===== config.mk =====
export PLATFORM = sky130hd
export DESIGN_NAME = lzss_cmd_fifo
export DESIGN_NICKNAME = d
export VERILOG_FILES = /design/src/design/lzss_pkg.sv /design/src/design/lzss_cmd_fifo.sv
export SDC_FILE = /design/constraint.sdc
export NUM_CORES = 1
export LEC_CHECK = 0
export ABC_AREA = 1
export BUFFER_PORTS_ARGS = -buffer_cell sky130_fd_sc_hd__buf_2
export CORE_MARGIN = 2
export CORE_UTILIZATION = 55
export DETAILED_ROUTE_END_ITERATION = 7
export GPL_TIMING_DRIVEN = 1
export PLACE_DENSITY = 0.81
export SYNTH_ARGS = -nofsm -noshare
export SYNTH_HDL_FRONTEND = slang
export SYNTH_SLANG_ARGS = --single-unit

===== constraint.sdc =====
create_clock -name clk_i -period 7.25 [get_ports clk_i]
set_input_delay 1.0875 -clock clk_i [delete_from_list [all_inputs] [get_ports clk_i]]
set_output_delay 1.0875 -clock clk_i [all_outputs]
set_load 0.1 [all_outputs]

===== src/design/lzss_pkg.sv =====
`timescale 1ns / 1ps

package lzss_pkg;

  // Default history window in bytes.
  localparam int unsigned HISTORY_DEPTH_DEF = 4096;

  // Depth of the command queue between the front and the back.
  localparam int unsigned CMD_FIFO_DEPTH = 4;

  localparam int unsigned OFFSET_W = 12;
  localparam int unsigned LENGTH_W = 5;
  localparam int unsigned COUNT_W  = 17;

  localparam logic [LENGTH_W-1:0] MIN_MATCH       = 5'd3;
  localparam logic [3:0]          TOKENS_PER_FLAG = 4'd8;
  localparam logic [COUNT_W-1:0]  COUNT_MAX       = 17'h1FFFF;
  localparam logic [2:0]          HDR_POS_LAST    = 3'd7;
  localparam logic [2:0]          HDR_POS_SIZE_LO = 3'd4;
  localparam logic [2:0]          HDR_POS_SIZE_HI = 3'd5;

  typedef enum logic [2:0] {
    ST_DATA       = 3'd0,
    ST_OK         = 3'd1,
    ST_BAD_HEADER = 3'd2,
    ST_CORRUPT    = 3'd3,
    ST_MISMATCH   = 3'd4
  } status_e;

  typedef enum logic [1:0] {
    ERR_NONE    = 2'd0,
    ERR_HEADER  = 2'd1,
    ERR_CORRUPT = 2'd2
  } err_e;

  typedef enum logic [1:0] {
    BK_IDLE,
    BK_LIT,
    BK_COPY,
    BK_STATUS
  } back_state_e;

  // At most one command per accepted word: an optional literal or copy, then an
  // optional final status.
  typedef struct packed {
    logic                has_data;
    logic                is_copy;
    logic [7:0]          lit_byte;
    logic [OFFSET_W-1:0] offset;
    logic [LENGTH_W-1:0] length;
    logic                has_status;
    status_e             status;
  } cmd_t;

  // Stream magic "TPWM".
  function automatic logic [7:0] magic_byte(input logic [1:0] idx);
    logic [7:0] b;
    case (idx)
      2'd0:    b = 8'h54;
      2'd1:    b = 8'h50;
      2'd2:    b = 8'h57;
      default: b = 8'h4D;
    endcase
    return b;
  endfunction

endpackage


===== src/design/lzss_cmd_fifo.sv =====
`timescale 1ns / 1ps

module lzss_cmd_fifo (
  input  logic           clk_i,
  input  logic           rst_ni,
  input  logic           push_i,
  input  lzss_pkg::cmd_t cmd_i,
  output logic           full_o,
  input  logic           pop_i,
  output logic           empty_o,
  output lzss_pkg::cmd_t head_o
);

  localparam int unsigned Depth = lzss_pkg::CMD_FIFO_DEPTH;
  localparam int unsigned PtrW  = $clog2(Depth);

  lzss_pkg::cmd_t  entries_q [Depth];
  logic [PtrW-1:0] wr_ptr_q, wr_ptr_d;
  logic [PtrW-1:0] rd_ptr_q, rd_ptr_d;
  logic [PtrW:0]   fill_q, fill_d;
  logic            do_push, do_pop;

  assign full_o  = (fill_q == (PtrW + 1)'(Depth));
  assign empty_o = (fill_q == '0);
  assign head_o  = entries_q[rd_ptr_q];
  assign do_push = push_i && !full_o;
  assign do_pop  = pop_i && !empty_o;

  always_comb begin
    wr_ptr_d = wr_ptr_q;
    rd_ptr_d = rd_ptr_q;
    fill_d   = fill_q;
    if (do_push) begin
      wr_ptr_d = (wr_ptr_q == PtrW'(Depth - 1)) ? '0 : wr_ptr_q + 1'b1;
    end
    if (do_pop) begin
      rd_ptr_d = (rd_ptr_q == PtrW'(Depth - 1)) ? '0 : rd_ptr_q + 1'b1;
    end
    if (do_push && !do_pop) begin
      fill_d = fill_q + 1'b1;
    end else if (do_pop && !do_push) begin
      fill_d = fill_q - 1'b1;
    end
  end

  always_ff @(posedge clk_i or negedge rst_ni) begin
    if (!rst_ni) begin
      wr_ptr_q <= '0;
      rd_ptr_q <= '0;
      fill_q   <= '0;
    end else begin
      wr_ptr_q <= wr_ptr_d;
      rd_ptr_q <= rd_ptr_d;
      fill_q   <= fill_d;
    end
  end

  always_ff @(posedge clk_i) begin
    if (do_push) begin
      entries_q[wr_ptr_q] <= cmd_i;
    end
  end

endmodule


==> results.ini <==
[outcome]
status = finished, final reports clean

[cts]
cts_setup_buffers = 0
cts_resized = 0
holdBufCountCts = 0
clk_pin_slew_ps = 60
clkSinkCount = 131
cts_made_buffers = 17
cts_buffer_depth = 2
cts_root_buffer = clkbuf_8
clock_latency_ps = 500
cts_tree = yes
h-tree-depth = 4

[sta]
skew_ps = 4.87
period_needed_ps = 4020
period_share = 0.555
finalMaxSlewViolations = 0
rsz0062_at_grt = false
tightest_slew_ps = 1010
max_slew_margin = 0.322
fmax_mhz = 249
setup_viol = 0
finalHoldViolCount = 0
tns_ps = 0

[floorplan]
initial_core_util = 0.568
die_w_microns = 105
coreArea_sq_um = 9770
pin_count = 68
rows = 36
die_h_microns = 105
die-area_sq_um = 10900

[setup_path]
crit_path_end_kind = primary output
crit_path_max_fanout = 71
cpLargestDelayFamily = buffers and inverters
critPathSlowestCell = dfrtp_4
cp_data_arrival_time_ps = 2940
worst-path-buf-inv = 2
cp_cell_sequence = buf_4 -> o211ai_1 -> nand2_1 -> buf_2
cpPeakStageDelay_ps = 840
crit_required_ps = 6160
path_class = reg -> out
start_kind = flop

[finish]
syn_to_final_growth_pct = 18.0
drive_gt1_frac = 0.287
nNetsFinal = 532
diodes = 0

[logic_synthesis]
async_reset_ff_frac = 0.0534
yosys_most_used_dff = edfxtp_1
syn_area_sq_um = 5560
synth-edff-count = 124
netlist.area_leader.share = 0.670
synth_area_per_cell_sq_um = 13.1
syn_inst = 423
synth-seq-cells = 131
synth_largest_area_cell = edfxtp_1
yosys-top-cells-area = edfxtp_1 67%, nand2_1 6.6%, o211ai_2 6.5%
ys_types = 18
ys_warn_count = 0
synth_nets = 465
synth_most_common_cell = edfxtp_1
ys_seq_area_frac = 0.702
synth_common_cells = 124 x edfxtp_1, 98 x nand2_1, 77 x inv_1

[route]
wl_per_cell_microns = 15.9
drt-pass1-iter-count = 4
drcViolationCount = 0
drtIter0Drc = 147
totalWireLength_microns = 10100
drtAntennaViolNets = 0
via_count = 3285
vias_per_cell = 5.17

[grt]
grt_max_degree = 72
grt_usage = 0.197
grt_pass1_vias = 3337
busiest_layer = met2
grt_pass1_wl_microns = 16300
met2_usage = 0.350
grt.overflow.total = 0
use_met1 = 0.226
antenna_found_initial = 0
grtUsageMet3 = 0.0501

[min_path]
hp-class = in -> async

[place]
place.gp.congestion = 0.682
hpwl_microns = 5800
port_buffers = 67

[flow_run]
drv_cap = 0

==> registers in the layout, summed over array words and instances, names as in the netlist <==
name	cells
rd_ptr_q	2
wr_ptr_q	2
entries_q	124
fill_q	3
==> cell type report <==
type,count,area (sq um)
timing repair buffer,69,350
sequential,131,3900
multi-input combinational,193,1240
fill,679,3220
inverter,78,293
tap,133,166
clock inverter,14,188
clock buffer,17,414
==> cell families (layout without fill, tap and decap cells) <==
logic type      after synthesis  in the layout  synth area share
fa+ha+maj                     7              7            0.0171
simple gates                122            122            0.0890
flops                       131            131             0.702
compound gates               63             63             0.111
xor+xnor                      1              1           0.00158
buf+inv                      99            178            0.0797
==> worst reg2reg max path: cells and delay by family, from the launching register on <==
| family | cells | cell delay (ps) |
|---|---|---|
| adder cells (fa/ha/maj) | 1 | 400 |
| buffers and inverters | 1 | 760 |
| flip-flops | 1 | 840 |
| AND/OR/NAND/NOR | 2 | 150 |
==> routing by layer <==
metal / up-vias / share of wire
li1: 1584 / -
met1: 1591 / 0.41
met2: 92 / 0.54
met3: 18 / 0.039
met4: 0 / 0.018
met5: - / 0
==> final timing paths <==
kind	start	endpoint	cells after the start	slack (ps)
setup / recovery	rd_ptr_q[0]$_DFFE_PN0P_	head_o[9]	4	3230
hold / removal	rst_ni	wr_ptr_q[0]$_DFFE_PN0P_	1	420
setup reg to reg	rd_ptr_q[0]$_DFFE_PN0P_	rd_ptr_q[1]$_DFFE_PN0P_	4	5000
hold reg to reg	fill_q[2]$_DFFE_PN0P_	fill_q[2]$_DFFE_PN0P_	2	510
max in group asynchronous	rst_ni	rd_ptr_q[0]$_DFFE_PN0P_	1	6650
min in group clk_i	fill_q[2]$_DFFE_PN0P_	fill_q[2]$_DFFE_PN0P_	2	510
==> placed cells by master, fill, tap and decap left out <==
master	count
fa_1	1
nand2_1	98
xnor2_1	1
clkinvlp_4	6
o211ai_1	33
inv_2	1
bufinv_16	4
buf_2	67
inv_1	77
clkbuf_8	1
nand2_2	10
clkinv_2	2
ha_1	6
dfrtp_1	6
nor2_1	2
clkbuf_16	16
nand3_1	7
inv_6	1
nand4_1	1
o21ai_0	1
o211ai_2	29
edfxtp_1	124
nor2_4	4
dfrtp_4	1
clkinv_1	1
buf_4	2
==> per-stage QoR <==
step | hold slack (ps) | area [sq um] | std cells | utilization | setup slack, ps
finish | 415 | 6560 | 635 | 0.671 | 3230
global route | 397 | 6560 | 635 | 0.671 | 3060
CTS | 394 | 6560 | 635 | 0.671 | 3230
detailed placement | 494 | 5960 | 604 | 0.609 | 3820
global placement | 476 | 5960 | 604 | 0.609 | 3870
floorplan | 463 | 5560 | 423 | - | 4280
Power is left out: the tool's default activity adds up to more than one toggle a clock period on the data nets, which glitch-free logic cannot reach.
