--- src/design/lzss_pkg.sv ---
`timescale 1ns / 1ps

package lzss_pkg;

  // Default history window in bytes.
  localparam int unsigned HISTORY_DEPTH_DEF = 4096;

  // Depth of the command queue between the front and the back.
  localparam int unsigned CMD_FIFO_DEPTH = 4;

  localparam int unsigned OFFSET_W = 12;
  localparam int unsigned LENGTH_W = 5;
  localparam int unsigned COUNT_W  = 17;

  localparam logic [LENGTH_W-1:0] MIN_MATCH       = 5'd3;
  localparam logic [3:0]          TOKENS_PER_FLAG = 4'd8;
  localparam logic [COUNT_W-1:0]  COUNT_MAX       = 17'h1FFFF;
  localparam logic [2:0]          HDR_POS_LAST    = 3'd7;
  localparam logic [2:0]          HDR_POS_SIZE_LO = 3'd4;
  localparam logic [2:0]          HDR_POS_SIZE_HI = 3'd5;

  typedef enum logic [2:0] {
    ST_DATA       = 3'd0,
    ST_OK         = 3'd1,
    ST_BAD_HEADER = 3'd2,
    ST_CORRUPT    = 3'd3,
    ST_MISMATCH   = 3'd4
  } status_e;

  typedef enum logic [1:0] {
    ERR_NONE    = 2'd0,
    ERR_HEADER  = 2'd1,
    ERR_CORRUPT = 2'd2
  } err_e;

  typedef enum logic [1:0] {
    BK_IDLE,
    BK_LIT,
    BK_COPY,
    BK_STATUS
  } back_state_e;

  // At most one command per accepted word: an optional literal or copy, then an
  // optional final status.
  typedef struct packed {
    logic                has_data;
    logic                is_copy;
    logic [7:0]          lit_byte;
    logic [OFFSET_W-1:0] offset;
    logic [LENGTH_W-1:0] length;
    logic                has_status;
    status_e             status;
  } cmd_t;

  // Stream magic "TPWM".
  function automatic logic [7:0] magic_byte(input logic [1:0] idx);
    logic [7:0] b;
    case (idx)
      2'd0:    b = 8'h54;
      2'd1:    b = 8'h50;
      2'd2:    b = 8'h57;
      default: b = 8'h4D;
    endcase
    return b;
  endfunction

endpackage

--- src/design/lzss_front.sv ---
`timescale 1ns / 1ps

module lzss_front (
  input  logic                clk_i,
  input  logic                rst_ni,
  input  logic                valid_i,
  input  logic [7:0]          byte_i,
  input  logic                last_i,
  output logic                ready_o,
  input  logic                full_i,
  output logic                push_o,
  output lzss_pkg::cmd_t      cmd_o
);

  logic [2:0]                     hdr_pos_q, hdr_pos_d;
  logic [15:0]                    exp_size_q, exp_size_d;
  logic [7:0]                     flag_q, flag_d;
  logic [3:0]                     tokens_q, tokens_d;
  logic                           phase_q, phase_d;
  logic [7:0]                     pend_q, pend_d;
  lzss_pkg::err_e                 err_q, err_d;
  logic [lzss_pkg::COUNT_W-1:0]   count_q, count_d;

  logic                           accept;
  logic [lzss_pkg::LENGTH_W-1:0]  ref_len;
  logic [lzss_pkg::OFFSET_W-1:0]  ref_off;
  logic                           ref_bad;
  logic [lzss_pkg::COUNT_W:0]     count_sum;
  logic [lzss_pkg::LENGTH_W-1:0]  add_len;

  assign ready_o = !full_i;
  assign accept  = valid_i && ready_o;

  // The first reference byte carries the length minus MIN_MATCH in its low
  // nibble and the top nibble of the offset in its high nibble.
  assign ref_len = lzss_pkg::LENGTH_W'(pend_q[3:0]) + lzss_pkg::MIN_MATCH;
  assign ref_off = {pend_q[7:4], byte_i};
  assign ref_bad = (ref_off == '0) ||
                   (lzss_pkg::COUNT_W'(ref_off) > count_q) ||
                   (ref_off < lzss_pkg::OFFSET_W'(ref_len));

  assign count_sum = {1'b0, count_q} + (lzss_pkg::COUNT_W + 1)'(add_len);

  always_comb begin
    hdr_pos_d  = hdr_pos_q;
    exp_size_d = exp_size_q;
    flag_d     = flag_q;
    tokens_d   = tokens_q;
    phase_d    = phase_q;
    pend_d     = pend_q;
    err_d      = err_q;
    count_d    = count_q;
    add_len    = '0;
    cmd_o      = '0;
    cmd_o.status = lzss_pkg::ST_DATA;

    if (err_q == lzss_pkg::ERR_NONE) begin
      if (hdr_pos_q < lzss_pkg::HDR_POS_SIZE_LO) begin
        if (byte_i != lzss_pkg::magic_byte(hdr_pos_q[1:0])) begin
          err_d = lzss_pkg::ERR_HEADER;
        end
      end else if (hdr_pos_q == lzss_pkg::HDR_POS_SIZE_LO) begin
        exp_size_d = {8'h00, byte_i};
      end else if (hdr_pos_q == lzss_pkg::HDR_POS_SIZE_HI) begin
        exp_size_d = {byte_i, exp_size_q[7:0]};
      end else if (tokens_q == '0) begin
        flag_d   = byte_i;
        tokens_d = lzss_pkg::TOKENS_PER_FLAG;
        phase_d  = 1'b0;
      end else if (!flag_q[7]) begin
        cmd_o.has_data = 1'b1;
        cmd_o.lit_byte = byte_i;
        add_len        = lzss_pkg::LENGTH_W'(1);
        flag_d         = {flag_q[6:0], 1'b0};
        tokens_d       = tokens_q - 4'd1;
        phase_d        = 1'b0;
      end else if (!phase_q) begin
        pend_d  = byte_i;
        phase_d = 1'b1;
      end else if (ref_bad) begin
        err_d = lzss_pkg::ERR_CORRUPT;
      end else begin
        cmd_o.has_data = 1'b1;
        cmd_o.is_copy  = 1'b1;
        cmd_o.offset   = ref_off;
        cmd_o.length   = ref_len;
        add_len        = ref_len;
        flag_d         = {flag_q[6:0], 1'b0};
        tokens_d       = tokens_q - 4'd1;
        phase_d        = 1'b0;
      end
    end

    // Produced count saturates instead of wrapping.
    if (count_sum[lzss_pkg::COUNT_W]) begin
      count_d = lzss_pkg::COUNT_MAX;
    end else begin
      count_d = count_sum[lzss_pkg::COUNT_W-1:0];
    end

    if (hdr_pos_q < lzss_pkg::HDR_POS_LAST) begin
      hdr_pos_d = hdr_pos_q + 3'd1;
    end

    if (last_i) begin
      cmd_o.has_status = 1'b1;
      if (err_d == lzss_pkg::ERR_HEADER || hdr_pos_q < lzss_pkg::HDR_POS_LAST) begin
        cmd_o.status = lzss_pkg::ST_BAD_HEADER;
      end else if (err_d == lzss_pkg::ERR_CORRUPT || tokens_d != '0 || phase_d) begin
        cmd_o.status = lzss_pkg::ST_CORRUPT;
      end else if (count_d != {1'b0, exp_size_d}) begin
        cmd_o.status = lzss_pkg::ST_MISMATCH;
      end else begin
        cmd_o.status = lzss_pkg::ST_OK;
      end
      // The stream ends here; the next word starts a fresh header.
      hdr_pos_d  = '0;
      exp_size_d = '0;
      flag_d     = '0;
      tokens_d   = '0;
      phase_d    = 1'b0;
      pend_d     = '0;
      err_d      = lzss_pkg::ERR_NONE;
      count_d    = '0;
    end
  end

  assign push_o = accept && (cmd_o.has_data || cmd_o.has_status);

  always_ff @(posedge clk_i or negedge rst_ni) begin
    if (!rst_ni) begin
      hdr_pos_q  <= '0;
      exp_size_q <= '0;
      flag_q     <= '0;
      tokens_q   <= '0;
      phase_q    <= 1'b0;
      pend_q     <= '0;
      err_q      <= lzss_pkg::ERR_NONE;
      count_q    <= '0;
    end else if (accept) begin
      hdr_pos_q  <= hdr_pos_d;
      exp_size_q <= exp_size_d;
      flag_q     <= flag_d;
      tokens_q   <= tokens_d;
      phase_q    <= phase_d;
      pend_q     <= pend_d;
      err_q      <= err_d;
      count_q    <= count_d;
    end
  end

endmodule

--- config.mk ---
export PLATFORM = sky130hd
export DESIGN_NAME = lzss_front
export DESIGN_NICKNAME = d
export VERILOG_FILES = /design/src/design/lzss_pkg.sv /design/src/design/lzss_front.sv
export SDC_FILE = /design/constraint.sdc
export NUM_CORES = 1
export LEC_CHECK = 0
export ABC_AREA = 0
export BUFFER_PORTS_ARGS = -buffer_cell sky130_fd_sc_hd__buf_2
export CAP_MARGIN = 20
export CORE_MARGIN = 2
export CORE_UTILIZATION = 25
export DETAILED_ROUTE_END_ITERATION = 8
export PLACE_DENSITY = 0.36
export SYNTH_ARGS = -nofsm -noshare
export SYNTH_HDL_FRONTEND = slang
export SYNTH_SLANG_ARGS = --single-unit
--- constraint.sdc ---
create_clock -name clk_i -period 7 [get_ports clk_i]
set_input_delay 1.4 -clock clk_i [delete_from_list [all_inputs] [get_ports clk_i]]
set_output_delay 1.4 -clock clk_i [all_outputs]
set_load 0.02 [all_outputs]
==> results of run 1 <==
## per-layer routing
layer,global-route usage,wire length (um),part of all wire,vias to the layer above
met5,0,0,0,-
met4,0.04466,185,0.011,0
met3,0.04765,891,0.052,15
met2,0.2733,7809,0.46,118
met1,0.2399,8140,0.48,2204
li1,-,-,-,2141
## worst min-delay path by stage
stage | end | depth (start not counted)
6_report | flag_q[0] | 2
5_1_grt | flag_q[3] | 2
4_1_cts | flag_q[0] | 2
3_5_place_dp | flag_q[3] | 2
3_3_place_gp | flag_q[0] | 2
2_1_floorplan | flag_q[0] | 2
## registers in the layout, indices dropped and copies added (netlist names)
name,count
count_q,17
exp_size_q,16
flag_q,8
pend_q,8
tokens_q,4
hdr_pos_q,3
err_q,2
phase_q,1
## area by class of cell
type | count | area, um^2 | area share
inverter | 29 | 108.9 | 0.01788
sequential | 59 | 1476 | 0.2425
clock buffer | 11 | 252.7 | 0.04151
clock inverter | 4 | 50.05 | 0.008220
multi-input combinational | 424 | 3090 | 0.5076
timing repair buffer | 115 | 823.3 | 0.1352
tap | 229 | 286.5 | 0.04706
## through the flow
stage | std cells | power [mW] | area [um^2] | worst slack, ns | TNS [ns]
global placement | 847 | 0.5751 | 5401 | -0.2273 | -0.4129
finish | 871 | 1.063 | 6088 | 0.1099 | 0
floorplan | 544 | 0.5033 | 4569 | 0.1964 | 0
CTS | 863 | 1.056 | 5778 | 0.001732 | 0
global route | 871 | 1.112 | 6088 | -0.06695 | -0.1214
detailed placement | 847 | 0.5764 | 5401 | -0.2226 | -0.4428
## placed cells by master (no fill, tap or decap), types with 14 or more instances in the layout
cell,synthesis,final
inv_1,26,25
dfrtp_1,59,59
a21oi_1,40,34
nor2_1,43,42
and2_1,20,20
xnor2_1,15,14
ha_1,29,17
buf_2,8,39
nand2_1,62,60
buf_4,3,65
o21ai_0,30,27
## worst min-delay path: stages (launching register included)
cell and delay, ns:
dfrtp_1 0.33, nand2_1 0.05, o31ai_1 0.06
## timing repair
action,in CTS,in global routing
buffers inserted,1,8
setup endpoints to repair,2,2
cloned,0,0
resized for setup,16,49
pin swaps,11,25
## cells by family after synthesis
kind of cell / share of synthesized area
fa+ha+maj: 0.08379
xor+xnor: 0.04409
flops: 0.3231
mux: 0.01835
buf+inv: 0.05723
compound gates: 0.2470
simple gates: 0.2264
## power by group
group          switching, mW  internal [mW]  total, mW
Combinational          0.127         0.0879      0.215
Sequential            0.0203          0.360      0.380
Clock                  0.175          0.292      0.467
Total                  0.322          0.740       1.06
==> metrics.cfg, run 1 <==
[synth]
syn-instance-count = 544
yosysMostFrequentCell = nand2_1
yosysUniqueCellTypes = 70
synth_edf_count = 0
synthTopCellsByArea = dfrtp_1 32%, ha_1 7.9%, nand2_1 5.1%, a21oi_1 4.4%, nor2_1 3.5%
ys.flop_type = dfrtp_1
syn_area_um2 = 4569
yosysSeqAreaShare = 0.3231
synth_top_cell_area_share = 0.3231
synth_common_cells = 62 x nand2_1, 59 x dfrtp_1, 43 x nor2_1
syn_nets = 587
ys_seq_elements = 59
avgSynthCellArea_um2 = 8.400
yosysWarnings = 0
async_flop_share = 1.000
synth_area_leader_cell = dfrtp_1

[route]
first_pass_iters = 4
vias = 4478
via_per_inst = 5.141
drc = 0
drtAntennaViolNets = 0
drt_iter0_markers = 290
wl_per_cell_um = 19.55
wirelength_um = 17030

[floorplanning]
fp.coreArea_um2 = 17960
die_area_um2 = 19380
die_height_um = 139.2
initial_core_util = 0.2544
die_w_um = 139.2
boundaryPins = 46
std_cell_rows = 49

[run_status]
outcome = completed

[global_route]
grt_pass1_wl_um = 25900
grt_max_degree = 60
antenna_found_initial = 0
track_usage = 0.1750
grt_pass1_vias = 4387
grt_overflow = 0

[timing]
worst_pin_slew_ns = 0.9306
clock.fmax_mhz = 145.1
holdWs_ns = 0.4708
setup_viol = 0
period_needed_ns = 6.890
rsz0062_at_grt = true
finClkSkew_ns = 0.007861
relSlewSlack = 0.3773
report.final.slew_viol_count = 0
finalHoldViolCount = 0
finalCritPeriodShare = 0.9843

[power]
ir_drop_v = 0.0001181
powerDensity_nw_per_um2 = 174.5
leakagePower_nw = 2.657

[layout]
fill_cells = 1876
drive_above_1_share = 0.3022
area_growth_pct = 33.24
fin_util = 0.3389
antenna-diode-count = 0
nets = 681

[critical_path]
worstSetupPathDepth = 25
cp_common_cell = a21oi_2
r2r-start = pend_q[0]
r2r_slack_ns = 2.54
worst-path-buf-inv = 6
r2r_end = count_q[6]
critPathKind = primary input to output pin
cp_max_fo = 5
cp.arrival_ns = 5.49
required_ns = 5.60
crit_family = compound AO/OA/AOI/OAI gates
startpoint = byte_i[3]
crit_end = cmd_o[0]
start_kind = primary input
end_kind = output pin
cpMaxStageDelayCell = fa_2
critPathMaxStageDelay_ns = 0.36
worst_r2r_path_depth = 19

[clock_network]
cts_max_level = 3
clkSinkCount = 59
numCtsBuffers = 9
insertion_delay_ns = 0.34
cts_tree = done
holdBufCountCts = 0
cts_root_buf = clkbuf_16
clkTransAtPathRegs_ns = 0.06
clockBufferDepth = 2

[placement]
dp.final_hpwl_um = 12320
place.gp.congestion = 0.8602
io_buffers = 45

[min_path]
hp-start = flag_q[0]
hold_path.class = flop to flop

[run]
maxCapViolCount = 0

Note: power is estimated with default switching activity, not from simulation.
==> inputs of run 2 (changes only) <==
CORE_UTILIZATION = 45   (was 25)
PLACE_DENSITY = 0.6   (was 0.36)
==> metrics.cfg, run 2 (same netlist as run 1, synthesis figures left out) <==
[run_status]
outcome = completed  ; unchanged

[floorplanning]
die_w_um = 104.8  ; was 139.2 um
initial_core_util = 0.4653  ; was 0.2544
boundaryPins = 46  ; unchanged
die_area_um2 = 10980  ; was 19,380 um^2
fp.coreArea_um2 = 9819  ; was 17,960 um^2
die_height_um = 104.8  ; was 139.2 um
std_cell_rows = 36  ; was 49

[clock_network]
clkSinkCount = 59  ; unchanged
cts_tree = done  ; unchanged
clockBufferDepth = 2  ; unchanged
insertion_delay_ns = 0.36  ; was 0.34 ns
cts_root_buf = clkbuf_8  ; was clkbuf_16
cts_max_level = 3  ; unchanged
numCtsBuffers = 9  ; unchanged
clkTransAtPathRegs_ns = 0.08  ; was 0.06 ns

[placement]
io_buffers = 45  ; unchanged
dp.final_hpwl_um = 9888  ; was 12,320 um
place.gp.congestion = 0.8992  ; was 0.8602
dp.cells = 735  ; was 847

[route]
drc = 0  ; unchanged
wirelength_um = 14370  ; was 17,030 um
vias = 4420  ; was 4,478
drt_iter0_markers = 311  ; was 290
drtAntennaViolNets = 0  ; unchanged
wl_per_cell_um = 18.88  ; was 19.55 um
first_pass_iters = 5  ; was 4
via_per_inst = 5.808  ; was 5.141

[timing]
worst_pin_slew_ns = 0.8213  ; was 0.9306 ns
setup_viol = 0  ; unchanged
setup-tns-final_ns = 0  ; unchanged
period_needed_ns = 6.877  ; was 6.890 ns
holdWs_ns = 0.4767  ; was 0.4708 ns
report.final.slew_viol_count = 0  ; unchanged
finClkSkew_ns = 0.008785  ; was 0.007861 ns
finalHoldViolCount = 0  ; unchanged
clock.fmax_mhz = 145.4  ; was 145.1 MHz
finalCritPeriodShare = 0.9825  ; was 0.9843
relSlewSlack = 0.4488  ; was 0.3773

[layout]
final_common_cell = nand2_1  ; was buf_4
largest_reg_flops = 17  ; unchanged
drive_above_1_share = 0.2755  ; was 0.3022
reg_top3 = count_q x17, exp_size_q x16  ; unchanged
nets = 666  ; was 681
top_register = count_q  ; unchanged
area_growth_pct = 24.73  ; was 33.24%
stdcell_count = 761  ; was 871
final_cell_mix = 60 x nand2_1, 59 x dfrtp_1, 55 x buf_4  ; was 65 x buf_4, 60 x nand2_1, 59 x dfrtp_1
antenna-diode-count = 0  ; unchanged

[global_route]
track_usage = 0.2632  ; was 0.1750
antenna_found_initial = 0  ; unchanged
grt_pass1_vias = 4257  ; was 4,387
grt_max_degree = 60  ; unchanged
grt_pass1_wl_um = 22640  ; was 25,900 um
grt_overflow = 0  ; unchanged

[power]
ir_drop_v = 0.00009030  ; was 0.0001181 V
powerDensity_nw_per_um2 = 166.8  ; was 174.5 nW/um^2
power.total_mw = 0.9505  ; was 1.063 mW
leakagePower_nw = 2.535  ; was 2.657 nW

[critical_path]
cpMaxStageDelayCell = or3_4  ; was fa_2
required_ns = 5.60  ; about the same
cp_common_cell = buf_4  ; was a21oi_2
start_kind = primary input  ; unchanged
worst-path-buf-inv = 6  ; unchanged
cp.arrival_ns = 5.48  ; was 5.49 ns
end_kind = output pin  ; unchanged
crit_family = simple AND/OR/NAND/NOR gates  ; was compound AO/OA/AOI/OAI gates
cp_max_fo = 5  ; unchanged
critPathMaxStageDelay_ns = 0.40  ; was 0.36 ns
path_cells = buf_2 -> ha_4 -> a21o_1 -> a21oi_2 -> a21boi_1 -> o311a_4 -> or3_4 -> buf_4 -> nor2_4 -> ha_1 -> buf_4 -> nand2b_4 -> a21oi_1 -> buf_4 -> buf_4 -> nor2_2 -> xor2_1 -> nand4_1 -> nor4_2 -> o2111ai_4 -> and4_1 -> buf_2
critPathKind = primary input to output pin  ; unchanged

[run]
maxCapViolCount = 0  ; unchanged

[min_path]
hold_path.class = flop to flop  ; unchanged

[run 2: cell count changes in the layout (fill, tap and decap cells not counted), moves of 3 or more]
cell / previous run / this run
nor2_2: 1 / 4
a21oi_2: 6 / 3
buf_6: 8 / 0
buf_4: 65 / 55
nor2_1: 42 / 38
clkbuf_16: 9 / 0
buf_2: 39 / 45
ha_4: 9 / 4
clkbuf_8: 2 / 11
ha_1: 17 / 24
[run 2: path summary, 6_finish.rpt]
check,start,end,slack (ns),cells after the start
min in group asynchronous,rst_ni,flag_q[3],1.19,2
max reg2reg,pend_q[0],count_q[14],2.63,20
min reg2reg,flag_q[0],flag_q[0],0.48,2
min,flag_q[0],flag_q[0],0.48,2
max in group asynchronous,rst_ni,count_q[4],5.26,2
max,byte_i[3],cmd_o[2],0.12,22
[run 2: through the flow]
| stage | setup WS, ns | util | cell area [um^2] |
|---|---|---|---|
| final | 0.1225 | 0.5804 | 5699 |
| after global routing | -0.06483 | 0.5804 | 5699 |
| after CTS | 0.006507 | 0.5535 | 5435 |
| after detailed placement | -0.1599 | 0.5243 | 5149 |
| after global placement | -0.01663 | 0.5243 | 5149 |
| after floorplan | 0.1964 | - | 4569 |
[run 2: timing repair]
action | in CTS | in global routing
pin swaps | 5 | 22
endpoints found under the setup margin | 2 | 2
buffers inserted | 2 | 8
hold buffers | 0 | 0
gates resized for setup | 7 | 36
[run 2: final cells by class]
cell class | instances | area (um^2)
Multi-Input combinational cell | 424 | 3082
Clock inverter | 4 | 72.57
Inverter | 29 | 108.9
Tap cell | 133 | 166.4
Timing Repair Buffer | 100 | 638.1
Sequential cell | 59 | 1476
Clock buffer | 12 | 155.1
Fill cell | 919 | 4120
[run 2: routing by layer]
layer,vias up,part of all wire,track usage
met5,-,0,0
met4,0,0.023,0.1095
met3,31,0.057,0.03618
met2,136,0.47,0.4281
met1,2138,0.45,0.3517
li1,2115,-,-
[run 2: report_power, final]
part / internal (mW) / switching, mW / leakage [nW]
clock: 0.220 / 0.153 / 0.113
sequential: 0.359 / 0.0201 / 0.809
combinational: 0.0793 / 0.119 / 1.61
total: 0.658 / 0.292 / 2.53
[run 2: worst register-to-register path, stage by stage, from the launching register on]
cell and delay, ns:
dfrtp_1 0.48, inv_1 0.08, ha_1 0.21, nand3b_1 0.25, ha_1 0.34, nand2b_1 0.06
o21bai_1 0.15, a31oi_1 0.13, nand2b_4 0.19, or3_4 0.38, buf_4 0.17, nor2_2 0.18
ha_4 0.24, nand3_1 0.15, o2111a_2 0.38, nor2_4 0.08, buf_4 0.14, nand2_1 0.12
buf_4 0.21, a31oi_1 0.10, o22a_1 0.22
